<file path="config.mk">
export PLATFORM = sky130hd
export DESIGN_NAME = vwi_ctrl
export DESIGN_NICKNAME = d
export VERILOG_FILES = /design/src/rtl/vwi_pkg.sv /design/src/rtl/vwi_ctrl.sv
export SDC_FILE = /design/constraint.sdc
export NUM_CORES = 1
export LEC_CHECK = 0
export ABC_AREA = 1
export BUFFER_PORTS_ARGS = -buffer_cell sky130_fd_sc_hd__buf_2
export CAP_MARGIN = 20
export CORE_MARGIN = 2
export CORE_UTILIZATION = 45
export DETAILED_ROUTE_END_ITERATION = 10
export PLACE_DENSITY = 0.72
export SLEW_MARGIN = 20
export SYNTH_ARGS = -nofsm -noshare
export SYNTH_HDL_FRONTEND = slang
export SYNTH_SLANG_ARGS = --single-unit
</file>
<file path="constraint.sdc">
create_clock -name clk -period 5.25 [get_ports clk]
set_input_delay 0.7875 -clock clk [delete_from_list [all_inputs] [get_ports clk]]
set_output_delay 0.7875 -clock clk [all_outputs]
set_load 0.01 [all_outputs]
</file>
<file path="src/rtl/vwi_pkg.sv">
// Shared constants and types for the vertex welding indexer.
package vwi_pkg;

  // Table geometry
  localparam int unsigned TABLE_DEPTH = 1024;
  localparam int unsigned ADDR_W      = (TABLE_DEPTH > 1) ? $clog2(TABLE_DEPTH) : 1;
  localparam int unsigned COUNT_W     = $clog2(TABLE_DEPTH + 1);

  // Field widths
  localparam int unsigned COORD_W = 32;
  localparam int unsigned VTX_W   = 3 * COORD_W;
  localparam int unsigned VIDX_W  = 10;

  // One stored vertex: x in the low word, z in the high word
  typedef logic [VTX_W-1:0] vtx_t;

  // Request from the scan controller to the vertex table
  typedef struct packed {
    logic              wr_en;
    logic [ADDR_W-1:0] wr_addr;
    vtx_t              wr_data;
    logic [ADDR_W-1:0] rd_addr;
  } mem_req_t;

endpackage

</file>
<file path="src/rtl/vwi_ctrl.sv">
// Scan controller: takes a vertex, walks the table, appends misses while there is room, drives the result word.
module vwi_ctrl (
  input  logic                         clk,
  input  logic                         rst_n,
  input  logic                         in_valid,
  output logic                         in_ready,
  input  logic                         in_start,
  input  vwi_pkg::vtx_t                in_vtx,
  output logic                         out_valid,
  input  logic                         out_ready,
  output logic [vwi_pkg::VIDX_W-1:0]   out_index,
  output logic                         out_new,
  output logic                         out_ovf,
  output vwi_pkg::mem_req_t            mem_req,
  input  vwi_pkg::vtx_t                mem_rd_data
);

  typedef enum logic [1:0] {
    ST_IDLE,
    ST_SCAN,
    ST_DONE
  } state_t;

  localparam int unsigned AW = vwi_pkg::ADDR_W;
  localparam int unsigned CW = vwi_pkg::COUNT_W;
  localparam int unsigned XW = vwi_pkg::COORD_W;

  state_t                    state_r, state_nxt;
  vwi_pkg::vtx_t             vtx_r, vtx_nxt;
  logic [CW-1:0]             count_r, count_nxt;
  logic [CW-1:0]             ptr_r, ptr_nxt;
  logic                      cmp_vld_r, cmp_vld_nxt;
  logic [AW-1:0]             cmp_idx_r, cmp_idx_nxt;
  logic [AW-1:0]             res_idx_r, res_idx_nxt;
  logic                      res_new_r, res_new_nxt;
  logic                      res_ovf_r, res_ovf_nxt;
  logic                      out_valid_r, out_valid_nxt;
  logic [vwi_pkg::VIDX_W-1:0] out_index_r, out_index_nxt;
  logic                      out_new_r, out_new_nxt;
  logic                      out_ovf_r, out_ovf_nxt;

  logic                      issue;
  logic                      hit;
  logic                      room;
  logic [AW+vwi_pkg::VIDX_W-1:0] idx_ext;

  // Equal as IEEE values: identical bits, or both zeros of either sign
  function automatic logic coord_eq(input logic [XW-1:0] a, input logic [XW-1:0] b);
    logic zz;
    zz = (a[XW-2:0] == '0) && (b[XW-2:0] == '0);
    return (a == b) || zz;
  endfunction

  assign issue = (ptr_r < count_r);
  assign room  = (count_r < CW'(vwi_pkg::TABLE_DEPTH));
  assign hit   = cmp_vld_r
               && coord_eq(mem_rd_data[XW-1:0],      vtx_r[XW-1:0])
               && coord_eq(mem_rd_data[2*XW-1:XW],   vtx_r[2*XW-1:XW])
               && coord_eq(mem_rd_data[3*XW-1:2*XW], vtx_r[3*XW-1:2*XW]);
  assign idx_ext = {{vwi_pkg::VIDX_W{1'b0}}, res_idx_r};

  // Next-state logic
  always_comb begin
    state_nxt     = state_r;
    vtx_nxt       = vtx_r;
    count_nxt     = count_r;
    ptr_nxt       = ptr_r;
    cmp_vld_nxt   = 1'b0;
    cmp_idx_nxt   = cmp_idx_r;
    res_idx_nxt   = res_idx_r;
    res_new_nxt   = res_new_r;
    res_ovf_nxt   = res_ovf_r;
    out_valid_nxt = out_valid_r && !out_ready;
    out_index_nxt = out_index_r;
    out_new_nxt   = out_new_r;
    out_ovf_nxt   = out_ovf_r;
    mem_req.wr_en   = 1'b0;
    mem_req.wr_addr = count_r[AW-1:0];
    mem_req.wr_data = vtx_r;
    mem_req.rd_addr = ptr_r[AW-1:0];

    unique case (state_r)
      ST_IDLE: begin
        // Take a vertex; a start word empties the table first
        if (in_valid) begin
          vtx_nxt   = in_vtx;
          ptr_nxt   = '0;
          state_nxt = ST_SCAN;
          if (in_start) begin
            count_nxt = '0;
          end
        end
      end
      ST_SCAN: begin
        // Compare the entry read last cycle, issue the next read
        if (hit) begin
          res_idx_nxt = cmp_idx_r;
          res_new_nxt = 1'b0;
          res_ovf_nxt = 1'b0;
          state_nxt   = ST_DONE;
        end else if (issue) begin
          ptr_nxt     = ptr_r + CW'(1);
          cmp_vld_nxt = 1'b1;
          cmp_idx_nxt = ptr_r[AW-1:0];
        end else begin
          // Miss: append if there is room, else flag overflow at index zero
          res_idx_nxt = room ? count_r[AW-1:0] : '0;
          res_new_nxt = room;
          res_ovf_nxt = !room;
          state_nxt   = ST_DONE;
        end
      end
      ST_DONE: begin
        // Hand over the result once the output slot is free
        if (!out_valid_r || out_ready) begin
          out_valid_nxt = 1'b1;
          out_index_nxt = idx_ext[vwi_pkg::VIDX_W-1:0];
          out_new_nxt   = res_new_r;
          out_ovf_nxt   = res_ovf_r;
          mem_req.wr_en = res_new_r;
          if (res_new_r) begin
            count_nxt = count_r + CW'(1);
          end
          state_nxt = ST_IDLE;
        end
      end
      default: begin
        state_nxt = ST_IDLE;
      end
    endcase
  end

  // State and registered outputs
  always_ff @(posedge clk) begin
    if (!rst_n) begin
      state_r     <= ST_IDLE;
      count_r     <= '0;
      ptr_r       <= '0;
      cmp_vld_r   <= 1'b0;
      out_valid_r <= 1'b0;
    end else begin
      state_r     <= state_nxt;
      count_r     <= count_nxt;
      ptr_r       <= ptr_nxt;
      cmp_vld_r   <= cmp_vld_nxt;
      out_valid_r <= out_valid_nxt;
    end
    vtx_r       <= vtx_nxt;
    cmp_idx_r   <= cmp_idx_nxt;
    res_idx_r   <= res_idx_nxt;
    res_new_r   <= res_new_nxt;
    res_ovf_r   <= res_ovf_nxt;
    out_index_r <= out_index_nxt;
    out_new_r   <= out_new_nxt;
    out_ovf_r   <= out_ovf_nxt;
  end

  assign in_ready  = (state_r == ST_IDLE);
  assign out_valid = out_valid_r;
  assign out_index = out_index_r;
  assign out_new   = out_new_r;
  assign out_ovf   = out_ovf_r;

endmodule

</file>
==> results of run 1 <==
-- path summary, 6_finish.rpt --
check	start	end	slack (ps)	cells after the start
worst min register to register	res_idx_r[0]$_DFFE_PP_	out_index[0]$_DFFE_PP_	420	0
worst max-delay path	state_r[1]$_SDFFE_PN0P_	mem_req[116]	2460	7
worst max register to register	count_r[6]$_SDFFE_PN0P_	cmp_idx_r[9]$_DFFE_PP_	2560	9
worst min-delay path	res_idx_r[0]$_DFFE_PP_	out_index[0]$_DFFE_PP_	420	0
-- stage by stage --
| step | area [µm²] | utilization, % | hold slack [ps] | power, W | cells |
|---|---|---|---|---|---|
| 3_3_place_gp | 9870 | 55.3 | 404 | 0.00250 | 1545 |
| 2_1_floorplan | 8140 | - | 400 | 0.00222 | 1014 |
| 5_1_grt | 10500 | 58.9 | 426 | 0.00398 | 1579 |
| 3_5_place_dp | 9870 | 55.3 | 406 | 0.00252 | 1545 |
| 6_report | 10500 | 58.9 | 417 | 0.00378 | 1579 |
| 4_1_cts | 10500 | 58.8 | 417 | 0.00382 | 1577 |
-- cell families (layout without fill, tap and decap cells) --
logic type | count (synthesis) | after routing
xor+xnor | 9 | 9
simple gates | 558 | 558
flops | 156 | 156
fa+ha+maj | 12 | 12
other cells | 0 | 2
compound gates | 55 | 55
buf+inv | 224 | 558
-- layer usage --
| metal | global-route usage [%] | up-vias | routed length (µm) |
|---|---|---|---|
| met5 | 0 | - | 0 |
| met4 | 8.49 | 0 | 551 |
| met3 | 4.99 | 40 | 1590 |
| met2 | 41.3 | 279 | 11200 |
| met1 | 29.2 | 3243 | 9310 |
| li1 | - | 3766 | - |
-- flip-flops by register name, indices dropped and copies added, names as in the netlist, 2 cells and up --
| name | cells |
|---|---|
| ptr_r | 11 |
| out_index | 10 |
| count_r | 11 |
| cmp_idx_r | 10 |
| res_idx_r | 10 |
| vtx_r | 96 |
| state_r | 2 |
-- area by class of cell --
type	instances	share of cell area [%]
sequential	156	42.1
inverter	197	7.07
antenna	2	0.0477
timing repair buffer	329	15.7
clock buffer	18	4.18
multi-input combinational	634	26.4
clock inverter	14	1.73
tap	229	2.73
-- critical path, cell delays in order, from the launching register on --
cell	delay (ps)
dfxtp_1	370
inv_2	50
nor2_2	130
inv_2	60
nor2_2	500
nand2_1	250
inv_1	100
buf_2	130
-- power by group through the flow --
| stage | clock network, W | logic [W] | registers (W) |
|---|---|---|---|
| 2_1_floorplan | 0 | 0.000468 | 0.00175 |
| 5_1_grt | 0.00136 | 0.000899 | 0.00172 |
| 3_5_place_dp | 0 | 0.000794 | 0.00173 |
| 3_3_place_gp | 0 | 0.000777 | 0.00172 |
| 6_report | 0.00129 | 0.000792 | 0.00170 |
| 4_1_cts | 0.00132 | 0.000799 | 0.00170 |
-- placed cells by master, fill, tap and decap left out, types with 12 or more instances in the layout --
cell type  synthesis  layout
clkbuf_16          0      17
a21oi_1           31      31
ha_1              12      12
inv_1            195     194
o21ai_0           13      13
dfxtp_1           26      26
nor2_1           110     110
buf_2              1     327
nor3_1            16      16
nand3_1           22      22
nand2_1          380     380
edfxtp_1         130     130
-- cells in the mapped netlist (2+ instances only) --
| master | instances |
|---|---|
| nand4_1 | 8 |
| a211oi_1 | 2 |
| or2_1 | 8 |
| buf_6 | 3 |
| nand3_1 | 22 |
| o21ai_0 | 13 |
| buf_4 | 21 |
| nand2_1 | 380 |
| inv_1 | 195 |
| o211ai_1 | 2 |
| dfxtp_1 | 26 |
| nor3_2 | 2 |
| xnor2_1 | 8 |
| edfxtp_1 | 130 |
| nor2_2 | 2 |
| nor2_1 | 110 |
| nand2_2 | 3 |
| nor3_1 | 16 |
| inv_2 | 2 |
| a21oi_2 | 4 |
| ha_1 | 12 |
| a21oi_1 | 31 |
==> results.yml, run 1 <==
global_routing:
  grt_use_total_pct: 23.7
  grt_pass1_vias: 6931
  antenna_found_initial: 3
  overflow: 0
  grt_max_degree: 48
  grt_pass1_wl_um: 35300
power:
  p_comb_share_pct: 20.9
  intPower_w: 0.00263
  pwr-share-seq_pct: 45.0
  p_leak_nw: 5.43
  p_sw_w: 0.00115
  power_density_mw_per_mm2: 360
  p_sw_share_pct: 30.4
  clockPowerShare_pct: 34.1
  vdd_drop_max_mv: 0.236
clock_tree:
  clock_latency_ps: 430
  clk_pin_slew_worst_paths_ps: 60
  post_cts_buffers: 0
  root_buffer: "clkbuf_16"
  clockBufferDepth: 2
  h-tree-depth: 4
  cts_buffers: 17
  hold_buffers: 0
  tritoncts: "done"
  cts.sinks: 156
  post_cts_resized: 0
setup_path:
  end_kind: "output port"
  worstSetupPathType: "flop to output port"
  worstPathRequired_ps: 4460
  crit_path_start_kind: "flop"
  arrival_ps: 2000
  critical_path_peak_fanout: 13
routing:
  viasPerCell: 4.64
  finalWirelength_um: 22600
  wl_per_cell_um: 14.3
  drcViolationCount: 0
  drt-initial-drc-count: 345
  vias: 7328
  final_antenna_net_count: 0
  dr.pass1.iters: 5
logic_synthesis:
  synth-simple-area-share_pct: 27.5
  synth_edf_count: 130
  synthDistinctLibCells: 36
  yosysTopAreaCellShare_pct: 48.0
  synth_area_leaders: "edfxtp_1 48%, nand2_1 18%, inv_1 9.0%, dfxtp_1 6.4%, nor2_1 5.1%"
  synth.cell_area_mm2: 0.00814
  yosys.area.top_type: "edfxtp_1"
  yosys.area_share.adder_pct: 1.85
  yosysSeqAreaShare_pct: 54.4
  synthArstFlopShare_pct: 0
  synth_seq_cells: 156
  avgSynthCellArea_um2: 8.03
  yosysWarningCount: 0
  synth-xor-area-share_pct: 0.969
  synth_cells: 1014
  synth.area.mux_share_pct: 0
  synth_top_family_by_area: "simple AND/OR/NAND/NOR gates"
  synth_compound_area_share_pct: 3.74
  syn_nets: 1223
  synthFlopType: "edfxtp_1"
timing:
  tightest_slew_ps: 868
  fmax_ghz: 0.359
  setup_viol: 0
  setup_slack_ps: 2460
  slew_violations: 0
  maxSlewHeadroom_pct: 42.0
  finalCritPeriodShare_pct: 53.1
  finalCriticalPeriod_ps: 2790
  hold_viol_final: 0
  rsz0062_at_grt: "false"
  finClkSkew_ps: 10.6
  setup_tns_ps: 0
finish:
  seqCellArea_mm2: 0.00442
  n_fill_cell: 1621
  final_net_count: 1544
  drive_above_1_share_pct: 28.0
  syn_to_final_growth_pct: 29.0
  multi_input_area_mm2: 0.00277
floorplanning:
  die_w_um: 138
  io-pin-count: 328
  row_count: 49
  die_height_um: 138
  core_mm2: 0.0178
  start_util_pct: 45.6
  dieArea_mm2: 0.0192
flow_run:
  max-cap-violations: 0
place:
  dp_slack_ps: 2370
  dp_hpwl_um: 18300
  port_buffers: 327
  gp_congestion: 0.923
outcome:
  status: "finished, final reports clean"
min_path:
  hold_class: "flop to flop"
No activity file was read; power rests on OpenSTA's default activity.
==> run 2: changes to the inputs <==
- CORE_UTILIZATION: 45 -> 44
- PLACE_DENSITY: 0.72 -> 0.74
- clock period: 5.25 -> 2.5 ns (I/O delays scaled with it)
==> run 2 against run 1 <==
Highest routed layer unchanged. Critical path depth rose by 3. Final area grew 1.7%. First-iteration DRC count increased by 23%. Worst setup slack worse by 2200 ps. Clock-buffer cell count rose by 8.
==> results.yml, run 2 (synthesis results as in run 1) <==
global_routing:
  met1_usage_pct: 29.0
  grt_pass1_wl_um: 35700
  grt_use_total_pct: 23.6
  antenna_found_initial: 3
  busiest_layer: "met2"
  grt_pass1_vias: 6954
  grtUsageMet2_pct: 40.7
  grt_max_degree: 25
  overflow: 0
  grt_use_met3_pct: 4.96
timing:
  maxSlewHeadroom_pct: 60.5
  finClkSkew_ps: 10.3
  tightest_slew_ps: 591
  finalCriticalPeriod_ps: 2220
  setup_tns_ps: 0
  finalCritPeriodShare_pct: 88.7
  setup_viol: 0
  slew_violations: 0
  rsz0062_at_grt: "false"
  fmax_ghz: 0.451
  setup_slack_ps: 282
  hold_viol_final: 0
setup_path:
  worstSetupPathType: "flop to flop"
  arrival_ps: 2330
  end_kind: "flop"
  critical_path_peak_fanout: 12
  worstPathRequired_ps: 2610
  crit_path_start_kind: "flop"
finish:
  final_net_count: 1562
  syn_to_final_growth_pct: 31.2
  final_cell_mix: "379 x nand2_1, 327 x buf_2, 193 x inv_1"
  drive_above_1_share_pct: 28.8
  largest-register: "vtx_r"
  final_cell_area_mm2: 0.0107
  top_regs: "vtx_r x96, count_r x11, ptr_r x11"
  finalNonFillerCells: 1598
  layout_commonest_cell: "nand2_1"
  largest_reg_flops: 96
clock_tree:
  clk_pin_slew_worst_paths_ps: 70
  clock_latency_ps: 420
  h-tree-depth: 4
  cts.sinks: 156
  post_cts_buffers: 0
  cts_buffers: 17
  clockBufferDepth: 2
  tritoncts: "done"
  root_buffer: "clkbuf_16"
floorplanning:
  row_count: 49
  io-pin-count: 328
  start_util_pct: 45.1
  die_height_um: 140
  dieArea_mm2: 0.0196
  die_w_um: 140
  core_mm2: 0.0180
flow_run:
  max-cap-violations: 0
min_path:
  hold_class: "primary input to flop"
routing:
  dr.pass1.iters: 5
  finalWirelength_um: 23500
  drt-initial-drc-count: 426
  viasPerCell: 4.68
  final_antenna_net_count: 0
  drcViolationCount: 0
  wl_per_cell_um: 14.7
  vias: 7483
place:
  dp_hpwl_um: 19300
  place_inst: 1563
  place_area_mm2: 0.0101
  port_buffers: 327
  dp_slack_ps: 111
  gp_congestion: 0.910
outcome:
  status: "finished, final reports clean"
power:
  power_density_mw_per_mm2: 747
  p_leak_nw: 5.52
  vdd_drop_max_mv: 0.430
run 2: cell count changes in the layout (fill, tap and decap cells not counted), sizes merged:
| cell | delta |
|---|---|
| buf | +18 |
| clkbuf | +8 |
| bufinv | -3 |
| inv | -3 |
| clkinv | -1 |
| clkinvlp | -1 |
| diode | +1 |
run 2: final timing paths:
kind                            slack [ps]                endpoint               startpoint  cells past startpoint
worst max register to register         280  res_idx_r[0]$_DFFE_PP_  count_r[4]$_SDFFE_PN0P_                     10
worst max-delay path                   280  res_idx_r[0]$_DFFE_PP_  count_r[4]$_SDFFE_PN0P_                     10
worst min register to register         420  out_index[6]$_DFFE_PP_   res_idx_r[6]$_DFFE_PP_                      0
worst min-delay path                   120     vtx_r[13]$_DFFE_PP_               in_vtx[13]                      1
run 2: layout make-up:
type / count / area (µm²)
antenna: 3 / 7.51
clock buffer: 26 / 543
clock inverter: 6 / 43.8
fill: 1657 / 7340
inverter: 197 / 747
multi-input combinational: 634 / 2780
sequential: 156 / 4420
tap: 229 / 287
timing repair buffer: 347 / 1850
run 2: power by group:
group / switching [W] / internal (W)
registers: 0.000243 / 0.00329
clock network: 0.00104 / 0.00151
logic: 0.00114 / 0.000748
total: 0.00243 / 0.00555
run 2: repair_timing:
action                                 CTS  global route
resized for setup                        0             2
setup endpoints to repair                0            12
endpoints found under the hold margin    0             0
hold buffers                             0             0
run 2: metrics by stage:
step	power, W	hold slack [ps]	utilization (%)
final	0.00797	123	59.3
after global routing	0.00841	109	59.3
after CTS	0.00803	106	59.2
after detailed placement	0.00545	405	55.9
after global placement	0.00539	402	55.9
after floorplan	0.00465	400	-
run 2: routing by layer:
metal	vias to the layer above	routed length [µm]
li1	3801	-
met1	3362	9590
met2	279	11800
met3	41	1530
met4	0	638
met5	-	0
run 2: worst max-delay path: stages (launching register included):
cell and delay (ps):
dfxtp_1 400, inv_1 90, ha_1 290, a21oi_1 120, o21ai_0 90, nand2_1 80, o211ai_1 110, a31oi_2 270
nand2_1 80, nand2_1 120, clkinvlp_4 250
